### src/design/pcd_pkg.sv
`timescale 1ns / 1ps
package pcd_pkg;

	localparam int unsigned CoordW     = 32;
	localparam int unsigned RadW       = 31;
	localparam int unsigned DiffW      = 33;
	localparam int unsigned MulW       = 66;
	localparam int unsigned SumW       = 68;
	localparam int unsigned RootW      = 33;
	localparam int unsigned RemW       = 36;
	localparam int unsigned SqrtSteps  = 33;
	localparam int unsigned FracBits   = 16;
	localparam int unsigned QueueDepth = 4;
	localparam int unsigned InDataW    = 352;
	localparam int unsigned InUserW    = 2;
	localparam int unsigned OutDataW   = 32;

	typedef enum logic [1:0] {
		KindSphereSphere = 2'd0,
		KindSphereWall   = 2'd1,
		KindNone         = 2'd2
	} kind_t;

	typedef struct packed {
		logic [1:0]         kind;
		logic signed [32:0] dx;
		logic signed [32:0] dy;
		logic signed [32:0] dz;
		logic signed [31:0] nx;
		logic signed [31:0] ny;
		logic signed [31:0] nz;
		logic [30:0]        r1;
		logic [30:0]        r2;
	} item_t;

	typedef struct packed {
		logic full;
		logic empty;
	} queue_status_t;

endpackage

### src/design/pcd_front.sv
`timescale 1ns / 1ps
module pcd_front (
	input  logic                             clk,
	input  logic                             arst_n,
	input  logic                             s_tvalid,
	output logic                             s_tready,
	input  logic [pcd_pkg::InDataW-1:0]      s_tdata,
	input  logic [pcd_pkg::InUserW-1:0]      s_tuser,
	output logic                             item_valid,
	input  logic                             item_ready,
	output pcd_pkg::item_t                   item
);

	logic                   valid_q;
	pcd_pkg::item_t         item_q;
	pcd_pkg::item_t         item_d;
	logic signed [31:0]     fx, fy, fz, sx, sy, sz;

	assign fx = s_tdata[31:0];
	assign fy = s_tdata[63:32];
	assign fz = s_tdata[95:64];
	assign sx = s_tdata[158:127];
	assign sy = s_tdata[190:159];
	assign sz = s_tdata[222:191];

	always_comb begin
		item_d.kind = s_tuser;
		item_d.dx   = {fx[31], fx} - {sx[31], sx};
		item_d.dy   = {fy[31], fy} - {sy[31], sy};
		item_d.dz   = {fz[31], fz} - {sz[31], sz};
		item_d.r1   = s_tdata[126:96];
		item_d.r2   = s_tdata[253:223];
		item_d.nx   = s_tdata[285:254];
		item_d.ny   = s_tdata[317:286];
		item_d.nz   = s_tdata[349:318];
	end

	assign s_tready   = !valid_q || item_ready;
	assign item_valid = valid_q;
	assign item       = item_q;

	always_ff @(posedge clk or negedge arst_n) begin
		if (!arst_n) begin
			valid_q <= 1'b0;
		end else if (s_tready) begin
			valid_q <= s_tvalid;
		end
	end

	always_ff @(posedge clk) begin
		if (s_tvalid && s_tready) begin
			item_q <= item_d;
		end
	end

endmodule

### config.mk
export PLATFORM = sky130hd
export DESIGN_NAME = pcd_front
export DESIGN_NICKNAME = d
export VERILOG_FILES = /design/src/design/pcd_pkg.sv /design/src/design/pcd_front.sv
export SDC_FILE = /design/constraint.sdc
export NUM_CORES = 1
export LEC_CHECK = 0
export BUFFER_PORTS_ARGS = -buffer_cell sky130_fd_sc_hd__buf_2
export CELL_PAD_IN_SITES_DETAIL_PLACEMENT = 1
export CELL_PAD_IN_SITES_GLOBAL_PLACEMENT = 1
export CORE_AREA = 2 2 240 242
export DETAILED_ROUTE_END_ITERATION = 12
export DIE_AREA = 0 0 242 244
export GPL_TIMING_DRIVEN = 0
export PLACE_DENSITY_LB_ADDON = 0.1
export SLEW_MARGIN = 20
export SYNTH_ARGS = -nofsm -noshare
export SYNTH_HDL_FRONTEND = slang
export SYNTH_SLANG_ARGS = --single-unit
### constraint.sdc
create_clock -name clk -period 7.3 [get_ports clk]
set_input_delay 1.46 -clock clk [delete_from_list [all_inputs] [get_ports clk]]
set_output_delay 1.46 -clock clk [all_outputs]
set_load 0.1 [all_outputs]
Yosys cells after proc, flatten, opt, wreduce, memory -nomap -nowiden. Index checks and enable logic that the tools add are counted.

Memory bits (writable): 0. Input bits: 358. Logic and storage cells: 16. Output and inout port bits: 261. Latch bits: 0. Memories kept: 0. Memory bits (read-only): 0. Bits in registers: 260.

Reductions and logical operators: 3. Eq/ne operators: 0. Magnitude comparators: 0. Divide/modulo/power cells: 0. Shifts and indexed selects: 0. $mul: 0. Add/subtract/negate cells: 3. Bitwise gates (word level): 0. Muxes and demuxes: 0.

Operators by type and width (count): $sub A32 B32 Y33 (3); $logic_and A1 B1 Y1 (1); $logic_not A1 Y1 (1); $logic_or A1 B1 Y1 (1).

Logic depth before layout (Yosys ltp).
Depth in word-level cells: 3. Gate-level depth with buffers: 11. Mapped depth without buffers: 11.

Worst setup path before layout. No wires, ideal clock.

Kind: in2reg. Start point: in item_ready. End point: reg item_q, in the netlist item[0] (enable). Setup time: 651 ps. Arrival time: 8237 ps. Stages: 2. Path buffers: 0. Path slack: -1588 ps. Path through: nand2b_1 > and2_1.

Word-level cells in the longest chain between the ends: 2.

Ends and longest elaborated chain: start: declaration (RTL line pcd_front.sv:10) `input logic item_ready,`; $logic_or A1 B1 Y1 (RTL line pcd_front.sv:38) `assign s_tready = !valid_q || item_ready;`; $logic_and A1 B1 Y1 (RTL line pcd_front.sv:51) `if (s_tvalid && s_tready) begin`; end signal: assignment (RTL line pcd_front.sv:52) `item_q <= item_d;`; end: declaration (RTL line pcd_front.sv:15) `pcd_pkg::item_t item_q;`.

Every way passes these cells. A chain may end at the register's enable or synchronous reset.

==> impl_results.md <==
- Max Cap Viol: 0
- Max_slew headroom: 51.21%
- Root Driver: clkbuf_16
- R2r setup slk: 5.02 ns
- WHS Endpoint: item_valid
- DRT Wirelength: 48750 um
- Detailed Place HPWL: 40290 um
- Fin Setup TNS: 0 ns
- Die area: 59050 um2
- TritonCTS Buffers: 35
- Clock power share: 32.0%
- Worst Path Buf+Inv: 2
- Final non-filler cell total: 2522
- Worst hold path type: reg2reg
- Fmax achieved: 276.7 MHz
- Die H: 244 um
- Register area: 7802 um2
- NetSw: 0.001951 W
- Yosys top cell area share: 58.57%
- Starting DRC count in detailed routing: 384
- Top post-synthesis cells by count: edfxtp_1, inv_1, ha_1
- WP data arrival: 3.89 ns
- Top-count cell post-synth: edfxtp_1
- R2R cell count: 5
- Syn_nets: 1535
- Cell family with most CP delay: compound AO/OA/AOI/OAI gates
- Longest Clk Path Bufs: 3
- DRT Pass-1 Iters: 4
- Crit-path max FO: 4
- # setup viols final: 0
- Status: completed
- Leak pwr: 8.334 nW
- Post CTS Setup Buffer Count: 0
- Hold_buf cts: 0
- Worst flop-to-flop path startpoint: item_valid
- Drc violations: 0
- Min cycle time layout: 3.614 ns
- Grt ovf: 0
- Fin util: 32.96%
- Slowest stage delay, CP: 0.42 ns
- VDD IR-drop max: 0.1275 mV
- Layout cell share with drive strength beyond 1: 39.86%
- WL per Instance: 19.33 um
- Crit path top cell by count: o21ai_0
- Slowest CP cell: fa_1
- Reg2Reg Capture Point: item[10]
- Via count: 10.97k
- Slew Limit Fails: 0
- Req. time, crit path: 7.58 ns
- Initial antenna violation count: 18
- Dominant synthesized flop cell: edfxtp_1
- Seq cells post-synth: 260
- Post-route ant nets: 0
- Gate Count Post-Synth: 1078
- RSZ-0062 raised after global routing: no
- Ys Warns: 0
- Hold Vio Cnt, Final: 0
- Mapped cell area: 13280 um2
- Die Span X: 242 um
- Placed Cells: 2455
- Synth cell types: 76
- Row count: 87
- Seq/Total Area, Yosys: 58.76%
- Clk_skew: 0.01845 ns
- CP endpoint kind: register
- Crit path setup slack, layout: 3.686 ns
- P&R area growth vs syn: 39.41%
- Pin count of the biggest net entering global routing: 53
- Final hold slack: 0.5360 ns
- Core area: 56170 um2
- CTS tree: done
- Hold Path Stages: 2
- Clk pin slew, worst setup/hold paths: 0.06 ns
- Final cycle utilization of the critical path: 49.51%
- Post-CTS Resized: 0
- Nets@finish: 2193
- FILL cells: 6400
- GRT Util Overall: 15.97%
- Synth top area cells: edfxtp_1, ha_1, a21oi_1
- Ys async rst share: 0.3846%
- Reg power frac: 36.4%
- PwrDens: 272.0 nW/um2
- Worst Setup Start Kind: input port
- Crit path cell chain: buf_2 > inv_1 > ha_1 > fa_1 > nor2b_1 > o21ai_0 > a21oi_1 > o21ai_0 > a31oi_2 > a41oi_1 > o2111ai_1 > o21ai_0
- I/O pins: 619
- Slew at the pin closest to its max-slew limit: 0.7242 ns
- Number of flops mapped to enable cells by yosys: 259
- First-pass GRT wire length: 71940 um
- Yosys top cell by area: edfxtp_1
- Internal: 0.003084 W
- Initial Util: 23.64%
- Comb pwr share: 31.7%
- RePlAce Congestion: 0.8049
- Clk sinks: 260
- DP Worst Slack: 3.126 ns
- Avg Inst Size Synth: 12.32 um2
- Port Buffers: 616
- Critical path type: in2reg
- Area of the multi-input gates: 4935 um2
- Htree depth: 2
- Min-delay src: item_valid
- Vias in the first global route: 11.54k
- Worst-Skew Late Latency: 0.55 ns
- Vias per cell: 4.351
- Switching Fraction: 38.74%
power by group through the flow:
stage	Sequential (W)	Clock (W)	Combinational [W]
4_1_cts	0.00183	0.00169	0.00162
6_report	0.00183	0.00161	0.00159
5_1_grt	0.00184	0.00173	0.00169
3_5_place_dp	0.00186	0	0.00161
3_3_place_gp	0.00188	0	0.00159
2_1_floorplan	0.00267	0	0.000430
kinds of logic after synthesis:
| group | synth area share, % |
|---|---|
| and+or+nand+nor | 7.953 |
| DFF | 58.76 |
| adders and majority gates | 9.498 |
| buffers and inverters | 4.099 |
| muxes | 0.07538 |
| xor gates and xnor gates | 5.540 |
| AOI/OAI and AO/OA | 14.08 |
layout by cell type, fill, tap and decap left out, drive strengths merged, types with 3 or more instances in the layout:
cell and instances:
a221o 3, and3 10, o22ai 4, or2 5, nor2b 15, o31ai 5, a211o 5, a31oi 12
and2 5, nor2 44, a21o 35, nor3 11, buf 624, xnor2 49, inv 124, o211ai 7
clkbuf 58, a21boi 3, a41oi 7, diode 5, nand2 69, nand4 15, o21bai 12, nand3 15
fa 3, a31o 3, o21a 10, clkinv 18, a21oi 94, ha 96, nand2b 8, edfxtp 259
a211oi 5, o21ai 52, xor2 35, o31a 3, o2111ai 4
worst min-delay path: stages, from the launching register on:
cell and delay (ns):
dfrtp_1 0.34, nand2b_1 0.09, nand2b_1 0.07
cell type report:
cell class / count / area share [%]
multi-input combinational: 676 / 26.66
timing repair buffer: 621 / 17.36
clock inverter: 20 / 0.8516
antenna: 5 / 0.06759
tap: 756 / 5.109
buffer: 19 / 0.4461
clock buffer: 42 / 4.873
sequential: 260 / 42.15
inverter: 123 / 2.494
registers in the layout, summed over array words and instances, names as in the netlist:
register,cells
item,259
item_valid,1
per-stage QoR:
stage,power (W),instance area (um2)
final,0.005035,18510
after global placement,0.003471,17310
after floorplan,0.003100,13280
after detailed placement,0.003473,17440
after CTS,0.005135,18500
after global routing,0.005264,18510
metal layers:
metal,GRT usage (%),wire (um),part of all wire (%),vias up
met4,3.976,908,1.9,20
li1,-,-,-,5301
met2,29.03,25170,52,328
met1,17.88,19060,39,5255
met3,5.399,3488,7.2,69
met5,0,125,0.26,-
how the worst max path moves through the flow:
stage	startpoint	to	slack (ns)	cells past startpoint
after floorplan	item_ready	item[0]	1.26	2
after global placement	item_ready	item[78]	0.23	3
after detailed placement	s_tdata[32]	item[223]	3.13	12
after CTS	s_tdata[32]	item[223]	3.69	12
after global routing	s_tdata[192]	item[187]	3.34	11
final	s_tdata[32]	item[223]	3.69	12
Power figures use the tool's default switching activity.
