==> config.mk <==
export PLATFORM = sky130hd
export DESIGN_NAME = pcd_queue
export DESIGN_NICKNAME = d
export VERILOG_FILES = /design/src/design/pcd_pkg.sv /design/src/design/pcd_queue.sv
export SDC_FILE = /design/constraint.sdc
export NUM_CORES = 1
export LEC_CHECK = 0
export BUFFER_PORTS_ARGS = -buffer_cell sky130_fd_sc_hd__buf_2
export CAP_MARGIN = 25
export CORE_MARGIN = 10
export CORE_UTILIZATION = 30
export DETAILED_ROUTE_END_ITERATION = 12
export REMOVE_ABC_BUFFERS = 1
export SKIP_LAST_GASP = 1
export SYNTH_ARGS = -nofsm -noshare
export SYNTH_HDL_FRONTEND = slang
export SYNTH_SLANG_ARGS = --single-unit
==> constraint.sdc <==
create_clock -name clk -period 4.13 [get_ports clk]
set_input_delay 1.239 -clock clk [delete_from_list [all_inputs] [get_ports clk]]
set_output_delay 1.239 -clock clk [all_outputs]
set_load 0.01 [all_outputs]
==> src/design/pcd_pkg.sv <==
`timescale 1ns / 1ps
package pcd_pkg;

	localparam int unsigned CoordW     = 32;
	localparam int unsigned RadW       = 31;
	localparam int unsigned DiffW      = 33;
	localparam int unsigned MulW       = 66;
	localparam int unsigned SumW       = 68;
	localparam int unsigned RootW      = 33;
	localparam int unsigned RemW       = 36;
	localparam int unsigned SqrtSteps  = 33;
	localparam int unsigned FracBits   = 16;
	localparam int unsigned QueueDepth = 4;
	localparam int unsigned InDataW    = 352;
	localparam int unsigned InUserW    = 2;
	localparam int unsigned OutDataW   = 32;

	typedef enum logic [1:0] {
		KindSphereSphere = 2'd0,
		KindSphereWall   = 2'd1,
		KindNone         = 2'd2
	} kind_t;

	typedef struct packed {
		logic [1:0]         kind;
		logic signed [32:0] dx;
		logic signed [32:0] dy;
		logic signed [32:0] dz;
		logic signed [31:0] nx;
		logic signed [31:0] ny;
		logic signed [31:0] nz;
		logic [30:0]        r1;
		logic [30:0]        r2;
	} item_t;

	typedef struct packed {
		logic full;
		logic empty;
	} queue_status_t;

endpackage

==> src/design/pcd_queue.sv <==
`timescale 1ns / 1ps
module pcd_queue #(
	parameter int unsigned QueueDepth = pcd_pkg::QueueDepth
) (
	input  logic                    clk,
	input  logic                    arst_n,
	input  logic                    push_valid,
	output logic                    push_ready,
	input  pcd_pkg::item_t          push_item,
	output logic                    pop_valid,
	input  logic                    pop_en,
	output pcd_pkg::item_t          pop_item,
	output pcd_pkg::queue_status_t  status
);

	localparam int unsigned PtrW = $clog2(QueueDepth);
	localparam int unsigned CntW = $clog2(QueueDepth + 1);

	pcd_pkg::item_t  mem_q [QueueDepth];
	logic [PtrW-1:0] wr_ptr_q, rd_ptr_q;
	logic [CntW-1:0] cnt_q;
	logic            do_push, do_pop;

	assign push_ready   = cnt_q != CntW'(QueueDepth);
	assign pop_valid    = cnt_q != '0;
	assign do_push      = push_valid && push_ready;
	assign do_pop       = pop_en && pop_valid;
	assign pop_item     = mem_q[rd_ptr_q];
	assign status.full  = !push_ready;
	assign status.empty = !pop_valid;

	always_ff @(posedge clk or negedge arst_n) begin
		if (!arst_n) begin
			wr_ptr_q <= '0;
			rd_ptr_q <= '0;
			cnt_q    <= '0;
		end else begin
			if (do_push) begin
				wr_ptr_q <= (wr_ptr_q == PtrW'(QueueDepth - 1)) ? '0 : wr_ptr_q + 1'b1;
			end
			if (do_pop) begin
				rd_ptr_q <= (rd_ptr_q == PtrW'(QueueDepth - 1)) ? '0 : rd_ptr_q + 1'b1;
			end
			if (do_push && !do_pop) begin
				cnt_q <= cnt_q + 1'b1;
			end else if (do_pop && !do_push) begin
				cnt_q <= cnt_q - 1'b1;
			end
		end
	end

	always_ff @(posedge clk) begin
		if (do_push) begin
			mem_q[wr_ptr_q] <= push_item;
		end
	end

endmodule

# Word-level counts from Yosys, hierarchy flattened

Memory sizes are Yosys's and may differ from the RTL's.
Index checks and enable logic that the tools add are counted.

Bits in writable memories: 1036
Memories: 1
Bits in registers: 7
Logic and storage cells: 27
Output and inout port bits: 263
Input bits: 263

Memories:

| memory | words | bits a word | read ports | clocked after Yosys merged registers in | wr ports | line            | source |
|---|---|---|---|---|---|---|---|
| mem_q  | 4     | 259         | 1          | 0                                       | 1        | pcd_queue.sv:19 | `pcd_pkg::item_t mem_q [QueueDepth];` |

Add/sub/neg operators: 4
Muxes and demuxes: 6
Reductions and logical operators: 10
Equality and inequality tests: 3

Operators with widths:

| cell                                                               | count |
|---|---|
| 3-bit two-way mux                                                  | 2 |
| 2-bit by 1-bit adder with 2-bit output, second input constant      | 2 |
| 2-bit == test, second input constant                               | 2 |
| 1-bit logical AND                                                  | 4 |
| 1-bit zero test                                                    | 4 |
| 2-bit two-way mux                                                  | 2 |
| 3-bit by 1-bit adder with 3-bit output, second input constant      | 1 |
| 3-bit inequality test, second input constant                       | 1 |
| 3-bit nonzero test                                                 | 1 |
| 3-bit by 1-bit subtractor with 3-bit output, second input constant | 1 |
| 1-bit two-way mux                                                  | 2 |
| 2-bit nonzero test                                                 | 1 |

# Depth between registers and ports, before layout

Gate-level depths: netlist of the first run.

Depth after elaboration: 6
Mapped depth: 9
Gate-level depth less buffers: 8

# Worst setup path after synthesis of the first run

OpenSTA, ideal clock, no wires.

Path type: input to register
From: input port push_valid
To: memory mem_q[3][0] (netlist name) (enable)
Path buffers: 0
Slack: -0.703 ns
Cell stages on the path: 1
Library setup time: 0.507 ns
Data required time: 3.623 ns
Data arrival time: 4.326 ns
Cells stage by stage: and3_2

Cells in the longest elaborated chain, start to end: 3

Ends and longest elaborated chain:

| what                                    | line            | source |
|---|---|---|
| start, declared                         | pcd_queue.sv:7  | `input logic push_valid,` |
| 1-bit logical AND                       | pcd_queue.sv:26 | `assign do_push = push_valid && push_ready;` |
| 1-bit two-way mux                       | pcd_queue.sv:53 | `if (do_push) begin` |
| 1-bit two-way mux (not written as such) | pcd_queue.sv:54 | `mem_q[wr_ptr_q] <= push_item;` |
| end, declared                           | pcd_queue.sv:19 |  |

No other way between the ends.

==> results of run 1 <==
==> critical path: stages, from the launching register on <==
cell	delay, ns
dfrtp_4	0.67
buf_12	0.35
mux4_2	0.43
buf_2	0.16
==> synth_stat cells <==
cell	count
mux2_4	2
xnor2_1	1
xor2_1	2
inv_1	5
ha_1	6
dfrtp_1	7
nor2_1	3
buf_6	21
buf_2	29
mux4_2	259
edfxtp_1	1036
and2_4	1
mux2_2	3
clkbuf_1	8
fa_1	1
or3b_1	1
nand2_1	1
or3_2	1
and3_2	4
buf_4	1
==> timing repair <==
action	in CTS	in global routing
hold endpoints to repair	0	0
buffers inserted	5	0
setup endpoints to repair	240	0
gates resized for setup	0	0
==> state kept, by name, indices dropped and copies added (netlist names) <==
name,flops
mem_q,1036
rd_ptr_q,2
cnt_q,3
wr_ptr_q,2
==> layer usage <==
metal	track usage	up-vias	wire (um)
met5	0	-	231
met4	0.03761	40	1830
met3	0.04891	152	7818
met2	0.2094	543	45290
met1	0.1403	8961	32720
li1	-	7381	-
==> through the flow <==
| stage | worst slack (ns) | hold slack (ns) |
|---|---|---|
| final | 0.3695 | 0.3605 |
| after global routing | 0.2752 | 0.3203 |
| after global placement | 0.5683 | 0.4643 |
| after detailed placement | 0.5198 | 0.4817 |
| after CTS | 0.2740 | 0.2659 |
| after floorplan | -7.856 | 0.4458 |
==> kinds of logic (layout without fill, tap and decap cells) <==
| group | after synthesis | count (layout) |
|---|---|---|
| buffers and inverters | 64 | 791 |
| adders and majority gates | 7 | 7 |
| and+or+nand+nor | 11 | 11 |
| other | 0 | 5 |
| muxes | 264 | 264 |
| xor gates and xnor gates | 3 | 3 |
| DFF | 1043 | 1043 |
==> layout make-up <==
type | instances | area share
clock inverters | 65 | 0.01116
clock buffers | 130 | 0.05982
diodes | 5 | 0.0002708
flip-flops and latches | 1043 | 0.6772
well taps | 1650 | 0.04468
multi-input cells | 285 | 0.1321
repair buffers | 591 | 0.07436
inverters | 5 | 0.0004062
==> path summary, 6_finish.rpt <==
kind / start / slack (ns) / end
min in group clk: cnt_q[2]$_DFFE_PN0P_ / 0.49 / cnt_q[2]$_DFFE_PN0P_
worst min-delay path: arst_n / 0.36 / cnt_q[2]$_DFFE_PN0P_
worst max-delay path: rd_ptr_q[1]$_DFFE_PN0P_ / 0.37 / pop_item[5]
worst max register to register: cnt_q[0]$_DFFE_PN0P_ / 1.76 / mem_q[1][83]$_DFFE_PP_
max in group asynchronous: arst_n / 3.59 / rd_ptr_q[0]$_DFFE_PN0P_
worst min register to register: cnt_q[2]$_DFFE_PN0P_ / 0.49 / cnt_q[2]$_DFFE_PN0P_
==> where the power goes <==
| group | internal, uW | switching [uW] |
|---|---|---|
| Clock | 4980 | 3990 |
| Combinational | 4500 | 5720 |
| Sequential | 14000 | 458 |
==> results.txt, run 1 <==
Status: completed
Share of the synthesized area in the top cell type: 0.8228
RSZ-0062 raised after global routing: no
Worst-Skew Late Latency: 0.72 ns
Pleak: 0.01544 uW
Overall Power: 33610 uW
Synth Area in XOR/XNOR: 0.0006949
Setup TNS: 0 ns
Pins Over Slew Limit: 0
Die H: 375.0 um
Initial antenna violation count: 32
Skew final: 0.02118 ns
Layout fillers: 11280
Vias per cell: 4.525
Setup crit end kind: primary output
Core region area: 0.1254 mm^2
Hold Buf Count CTS: 0
Synth Register Bits: 1043
CTS tree: built
H-Tree Depth: 3
GRT Util Overall: 0.1225
Root Driver: clkbuf_16
I/O Buffers: 525
Core Util, Final: 0.3685
Post-synthesis sequential area ratio: 0.8274
Worst Reg2Reg Path Length in Cells: 3
Min-Delay Path Class: primary input to async pin
Worst-path clk slew: 0.06 ns
Final worst path period need: 3.761 ns
Peak supply drop: 0.0004957 V
Mux contribution to synthesized area: 0.1560
Drt pass-1 iters: 4
Die ar.: 0.1406 mm^2
Area leader, netlist: edfxtp_1
Gate Count Post-Synth: 1392
Largest family of logic cells by synthesized area: multiplexers
DR vias: 17080
Most common cell after layout, fill and taps aside: edfxtp_1
Final Cycle Share: 0.9105
DR DRC count: 0
# nets final: 2303
I/O pins: 526
Area of the multi-input gates: 0.006103 mm^2
Largest net degree at the start of global routing: 78
Count of different cell masters after synthesis: 20
Final setup fails: 0
First-pass GRT wire length: 128200 um
Register Area: 0.03129 mm^2
CP Class: flop to primary output
Placed cells: 3569
Synth Area in Adders: 0.002515
DPL Wire Length: 58100 um
CP required: 2.89 ns
Synth Area in Simple Gates: 0.001853
Max Cap Viol: 0
Compound-Gate Fraction of Synth Area: 0
Arr. time, crit path: 2.52 ns
Synth top area cells: edfxtp_1 (82%), mux4_2 (15%), buf_6 (0.63%)
Final Hold Vio Count: 0
Core Rows: 130
Worst rel slew slack: 0.5289
Worst-Margin Slew: 0.7067 ns
Avg Inst Size Synth: 27.16 um^2
Clock buffer depth: 3
Finished Layout Cells: 3774
Horiz. Die Dim: 375.0 um
GP Congestion: 0.7461
Worst setup SP type: flop
Initial Utilization: 0.3015
Final wirelength: 87890 um
Proportion of layout cells with a drive suffix above 1: 0.4738
Netlist Area Pre-Place: 0.03781 mm^2
Detailed Route Iter0 Violations: 1274
Post-route design area: 0.04621 mm^2
Avg WL per Cell: 23.29 um
Area Growth Syn to Fin: 22.20%
Remaining antenna violation count: 0
Syn. warnings: 0
PwrDens: 727.3 mW/mm^2
Number of global-route vias before repair: 18650
Clk sinks: 1043
DP Area: 0.04283 mm^2
Peak Freq: 265.9 MHz
Crit path max fanout: 77
Most frequent cells in the layout: edfxtp_1 (1036), buf_2 (525), mux4_2 (259), clkbuf_16 (107), buf_4 (41)
Global route overflow: 0
TritonCTS Buffers: 107
Power figures use the tool's default switching activity.
==> run 2, diff against run 1 <==
Settings changed: RECOVER_POWER from default to 100.
==> results.txt, run 2 (synthesis results as in run 1) <==
Status: finished, violations left
First-pass GRT wire length: 128200 um
I/O pins: 526
Peak Freq: 264.1 MHz
DR DRC count: 0
Die H: 375.0 um
CP delay by family, top: buffers and inverters
Core region area: 0.1254 mm^2
I/O Buffers: 525
Top Usage Layer GRT: met2
Core Util, Final: 0.3621
CP required: 2.89 ns
TritonCTS Buffers: 107
CTS tree: built
Final wirelength: 88110 um
Largest net degree at the start of global routing: 78
Hold Slack: 0.4358 ns
Root Driver: clkbuf_16
Setup crit end: pop_item[105]
PnR worst setup slack: 0.3434 ns
Worst-path clk slew: 0.06 ns
Clock buffer depth: 3
Final Cycle Share: 0.9168
H-Tree Depth: 3
Reg-to-reg endpoint: mem_q[2][121]$_DFFE_PP_
Vias per cell: 4.518
Skew final: 0.02160 ns
Pleak: 0.01398 uW
Worst slack at placement: 0.5198 ns
Setup crit end kind: primary output
Avg WL per Cell: 23.36 um
Most common cell after layout, fill and taps aside: edfxtp_1
Global route overflow: 0
Failing checks: max-capacitance violations, max-slew violations
Worst setup SP type: flop
GP Congestion: 0.7461
Worst-Margin Slew: 2.354 ns
Slowest stage delay, CP: 0.54 ns
DP Area: 0.04283 mm^2
Pins Over Slew Limit: 100
Largest Register: mem_q
Crit-path cells: buf_12 -> buf_12 -> clkbuf_2 -> mux4_2 -> clkbuf_1
WP depth: 5
Proportion of layout cells with a drive suffix above 1: 0.2279
Min-Delay Path Class: primary input to async pin
Most frequent cells in the layout: edfxtp_1 (1036), clkbuf_1 (538), mux4_2 (259), clkbuf_16 (107), clkinv_1 (31)
CP Class: flop to primary output
Initial antenna violation count: 22
Remaining antenna violation count: 0
CP max-delay cell: mux4_2
Post-route design area: 0.04542 mm^2
Final Hold Vio Count: 0
Detailed Route Iter0 Violations: 1200
Peak supply drop: 0.0004799 V
GR Layer Usage met1: 0.1403
Biggest regs: mem_q (1036), cnt_q (3)
Hold Buf Count CTS: 0
DPL Wire Length: 58100 um
Max FFs per register: 1036
CP Buf/Inv Count: 4
RSZ-0062 raised after global routing: no
Met3 Resource Use GR: 0.04891
Number of global-route vias before repair: 18650
Arr. time, crit path: 2.55 ns
GR Util met2: 0.2094
GRT Util Overall: 0.1225
CP Launch Point: rd_ptr_q[0]$_DFFE_PN0P_
R2r startpoint: cnt_q[0]$_DFFE_PN0P_
Clk sinks: 1043
Most Frequent Cell on Critical Path: buf_12
R2R setup slack: 0.46 ns
Max Cap Viol: 4
Final setup fails: 0
Core Rows: 130
Die ar.: 0.1406 mm^2
PwrDens: 729.3 mW/mm^2
Drt pass-1 iters: 5
Initial Utilization: 0.3015
Horiz. Die Dim: 375.0 um
Area Growth Syn to Fin: 20.11%
# nets final: 2303
Worst rel slew slack: -0.5691
Final worst path period need: 3.787 ns
Setup TNS: 0 ns
Crit path max fanout: 15
Worst Reg2Reg Path Length in Cells: 3
DR vias: 17040
Worst-Skew Late Latency: 0.73 ns
Post-CTS Resized: 0
run 2: cell count changes in the layout (fill, tap and decap cells not counted), sizes merged:
cell    change
buf       -534
diode       -2
clkbuf    +534
run 2: area by class of cell:
class | count | area [um^2]
diodes | 3 | 7.507
well taps | 1650 | 2064
fillers | 11530 | 79990
repair buffers | 591 | 2676
multi-input cells | 285 | 6077
flip-flops and latches | 1043 | 31290
inverters | 5 | 18.77
clock buffers | 130 | 2764
clock inverters | 65 | 515.5
run 2: worst register-to-register path: stages (launching register included):
cell	delay, ns
dfrtp_1	0.43
or3b_1	0.33
and3_1	1.31
clkbuf_4	1.10
run 2: routing by layer:
| layer | up-vias | wire, um | share of wire |
|---|---|---|---|
| met1 | 8987 | 32920 | 0.37 |
| met4 | 36 | 1743 | 0.020 |
| met3 | 135 | 7777 | 0.088 |
| li1 | 7377 | - | - |
| met5 | - | 214 | 0.0024 |
| met2 | 506 | 45460 | 0.52 |
run 2: metrics by stage:
step / total power [uW] / std cells
after floorplan: 19730 / 1333
after global placement: 24880 / 3569
after detailed placement: 25100 / 3569
after CTS: 34340 / 3769
after global routing: 34840 / 3772
final: 33120 / 3772
run 2: worst min path at each step:
stage / from / end / slack, ns / depth (start not counted)
after detailed placement: cnt_q[2]$_DFFE_PN0P_ / cnt_q[2]$_DFFE_PN0P_ / 0.48 / 1
after global routing: arst_n / rd_ptr_q[0]$_DFFE_PN0P_ / 0.42 / 1
after global placement: cnt_q[2]$_DFFE_PN0P_ / cnt_q[2]$_DFFE_PN0P_ / 0.46 / 1
after floorplan: cnt_q[2]$_DFFE_PN0P_ / cnt_q[2]$_DFFE_PN0P_ / 0.45 / 1
final: arst_n / cnt_q[2]$_DFFE_PN0P_ / 0.44 / 1
after CTS: arst_n / cnt_q[2]$_DFFE_PN0P_ / 0.27 / 1
run 2: power breakdown:
part	switching (uW)	internal, uW
Sequential	456	14000
Combinational	5770	3940
Clock	3990	4980
run 2: repair_timing:
action | in CTS | in global routing
buffers inserted | 5 | 0
endpoints found under the hold margin | 0 | 0
endpoints found under the setup margin | 240 | 0
==> run 3, diff against run 2 <==
Settings changed: ABC_AREA from default to 1, SETUP_SLACK_MARGIN from default to 0.1.
==> results.txt, run 3 <==
Crit-path cells: inv_8 -> clkbuf_2 -> o211ai_1 -> nand2_1 -> clkbuf_1
Psw: 12510 uW
Initial Utilization: 0.3030
Core region area: 0.1358 mm^2
CTS tree: built
Pleak: 0.01768 uW
Global route overflow: 0
RSZ-0062 raised after global routing: no
DR DRC count: 0
Avg WL per Cell: 17.67 um
Synth Register Bits: 1043
Largest Register: mem_q
Remaining antenna violation count: 0
R2r startpoint: cnt_q[0]$_DFFE_PN0P_
Core Rows: 135
Post-synth EDFFs: 1036
Setup TNS: 0 ns
Min-Delay Path Class: primary input to async pin
H-Tree Depth: 3
Die H: 390.4 um
Setup crit end: pop_item[32]
CP required: 2.89 ns
Drt pass-1 iters: 5
Synth top area cells: edfxtp_1 (76%), o211ai_1 (9.5%), nand2_1 (7.2%)
Proportion of layout cells with a drive suffix above 1: 0.06022
Max FFs per register: 1036
Setup crit end kind: primary output
Sw Ratio: 0.3608
Synth cell count leaders: edfxtp_1 (1036), nand2_1 (792), inv_1 (533)
I/O Buffers: 525
Horiz. Die Dim: 390.4 um
R2R setup slack: 0.31 ns
Final Hold Vio Count: 0
DR vias: 24310
First-pass GRT wire length: 145900 um
Biggest regs: mem_q (1036), cnt_q (3)
Clock buffer depth: 3
Reg-to-reg endpoint: mem_q[0][109]$_DFFE_PP_
CP Class: flop to primary output
Post-route design area: 0.04854 mm^2
Worst rel slew slack: -0.3359
CP max-delay cell: dfrtp_1
Placed cells: 5290
Number of global-route vias before repair: 23780
Syn. warnings: 0
Most common cell after layout, fill and taps aside: edfxtp_1
Slowest stage delay, CP: 0.53 ns
Worst-Skew Late Latency: 0.72 ns
Top FF cell, synth: edfxtp_1
Vias per cell: 4.425
Clk sinks: 1043
I/O pins: 526
Area Growth Syn to Fin: 17.96%
Overall Power: 34660 uW
Ys async rst share: 0.006711
Post-synthesis sequential area ratio: 0.7603
Pins Over Slew Limit: 163
# nets final: 3889
Cell with the most instances after synthesis: edfxtp_1
Arr. time, crit path: 2.61 ns
Comb pwr share: 0.327
Power Internal: 22160 uW
Clk pwr share: 0.259
PwrDens: 714.1 mW/mm^2
Die ar.: 0.1524 mm^2
Worst-Margin Slew: 2.004 ns
Max Cap Viol: 6
Most frequent cells in the layout: edfxtp_1 (1036), nand2_1 (792), clkbuf_1 (549), inv_1 (533), o211ai_1 (518)
Failing checks: max-capacitance violations, max-slew violations
Gate Count Post-Synth: 3082
Skew final: 0.02280 ns
Share of the synthesized area in the top cell type: 0.7560
Netlist Area Pre-Place: 0.04115 mm^2
Worst-path clk slew: 0.06 ns
TritonCTS Buffers: 108
Final setup fails: 0
Final worst path period need: 3.851 ns
Post-CTS Setup Bufs: 0
Detailed Route Iter0 Violations: 1267
GRT Util Overall: 0.1240
DPL Wire Length: 62620 um
CP Launch Point: rd_ptr_q[1]$_DFFE_PN0P_
Largest net degree at the start of global routing: 135
Peak supply drop: 0.0004162 V
Root Driver: clkbuf_16
Worst Reg2Reg Path Length in Cells: 6
Final Cycle Share: 0.9324
Avg Inst Size Synth: 13.35 um^2
Initial antenna violation count: 28
DP Area: 0.04621 mm^2
Area leader, netlist: edfxtp_1
Finished Layout Cells: 5493
Worst setup SP type: flop
Sequential Power Share: 0.414
GP Congestion: 0.7349
Crit path max fanout: 43
Count of different cell masters after synthesis: 17
Peak Freq: 259.7 MHz
Final wirelength: 97060 um
Hold Slack: 0.4589 ns
Status: finished, violations left
-- run 3: cell count changes after synthesis, moves of 3 or more --
cell	delta
nand2_1	+791
buf_6	-21
nand3_1	+7
clkbuf_1	+18
mux4_2	-259
nor2_1	+3
inv_1	+528
and3_2	-4
o211ai_1	+518
buf_2	+112
mux2_2	-3
buf_1	+4
-- run 3: power groups by stage --
stage	clock, uW	sequential, uW	combinational (uW)
finish	8970	14400	11300
global placement	0	14500	12300
floorplan	0	15200	4690
CTS	9260	14300	12400
detailed placement	0	14500	12400
global route	9690	14500	12700
-- run 3: timing repair --
action | 4_1_cts | 5_1_grt
hold buffers | 0 | 0
resized for setup | 0 | 2
endpoints found under the setup margin | 0 | 2
-- run 3: per-stage QoR --
stage	util	setup slack, ns
global route	0.3574	0.05345
global placement	0.3402	1.018
finish	0.3574	0.2790
floorplan	-	-14.05
CTS	0.3642	0.1900
detailed placement	0.3402	1.009
-- run 3: routing by layer --
layer | part of all wire | GRT usage | vias up | wire [um]
met2 | 0.49 | 0.2114 | 598 | 47810
met5 | 0.0028 | 0 | - | 267
met4 | 0.021 | 0.04016 | 38 | 2063
li1 | - | - | 11850 | -
met1 | 0.40 | 0.1455 | 11660 | 39190
met3 | 0.080 | 0.04327 | 156 | 7728
-- run 3: how the worst min path moves through the flow --
stage / slack, ns / depth (start not counted) / end / startpoint
6_report: 0.46 / 1 / cnt_q[1]$_DFFE_PN0P_ / arst_n
3_5_place_dp: 0.50 / 2 / cnt_q[2]$_DFFE_PN0P_ / cnt_q[2]$_DFFE_PN0P_
4_1_cts: 0.29 / 1 / wr_ptr_q[0]$_DFFE_PN0P_ / arst_n
5_1_grt: 0.43 / 1 / cnt_q[1]$_DFFE_PN0P_ / arst_n
3_3_place_gp: 0.48 / 2 / cnt_q[2]$_DFFE_PN0P_ / cnt_q[2]$_DFFE_PN0P_
2_1_floorplan: 0.46 / 2 / cnt_q[2]$_DFFE_PN0P_ / cnt_q[2]$_DFFE_PN0P_
-- run 3: cells by family (layout without fill, tap and decap cells) --
family | Yosys count | count (layout) | synth area share
XOR/XNOR | 1 | 1 | 0.0002129
AND/OR/NAND/NOR | 806 | 806 | 0.07380
flip-flops | 1043 | 1043 | 0.7603
AO/OA/AOI/OAI | 519 | 519 | 0.09462
buffers and inverters | 706 | 1327 | 0.06878
adder cells (fa/ha/maj) | 7 | 7 | 0.002311
other | 0 | 9 | 0
-- run 3: final cells by class --
type                            instances  area [um^2]
Clock buffer                          141         2848
Clock inverter                         53        407.9
Tap cell                             1781         2228
Multi-Input combinational cell       1333         7034
Inverter                              534         2012
Sequential cell                      1043        31290
Timing Repair Buffer                  599         2700
Antenna cell                            9        22.52
Fill cell                           13230        87260
-- run 3: worst max-delay path, delay by kind of cell, from the launching register on --
family,cells,cell delay [ns]
buffers and inverters,3,1.03
AO/OA/AOI/OAI,1,0.17
flip-flops,1,0.53
AND/OR/NAND/NOR,1,0.12
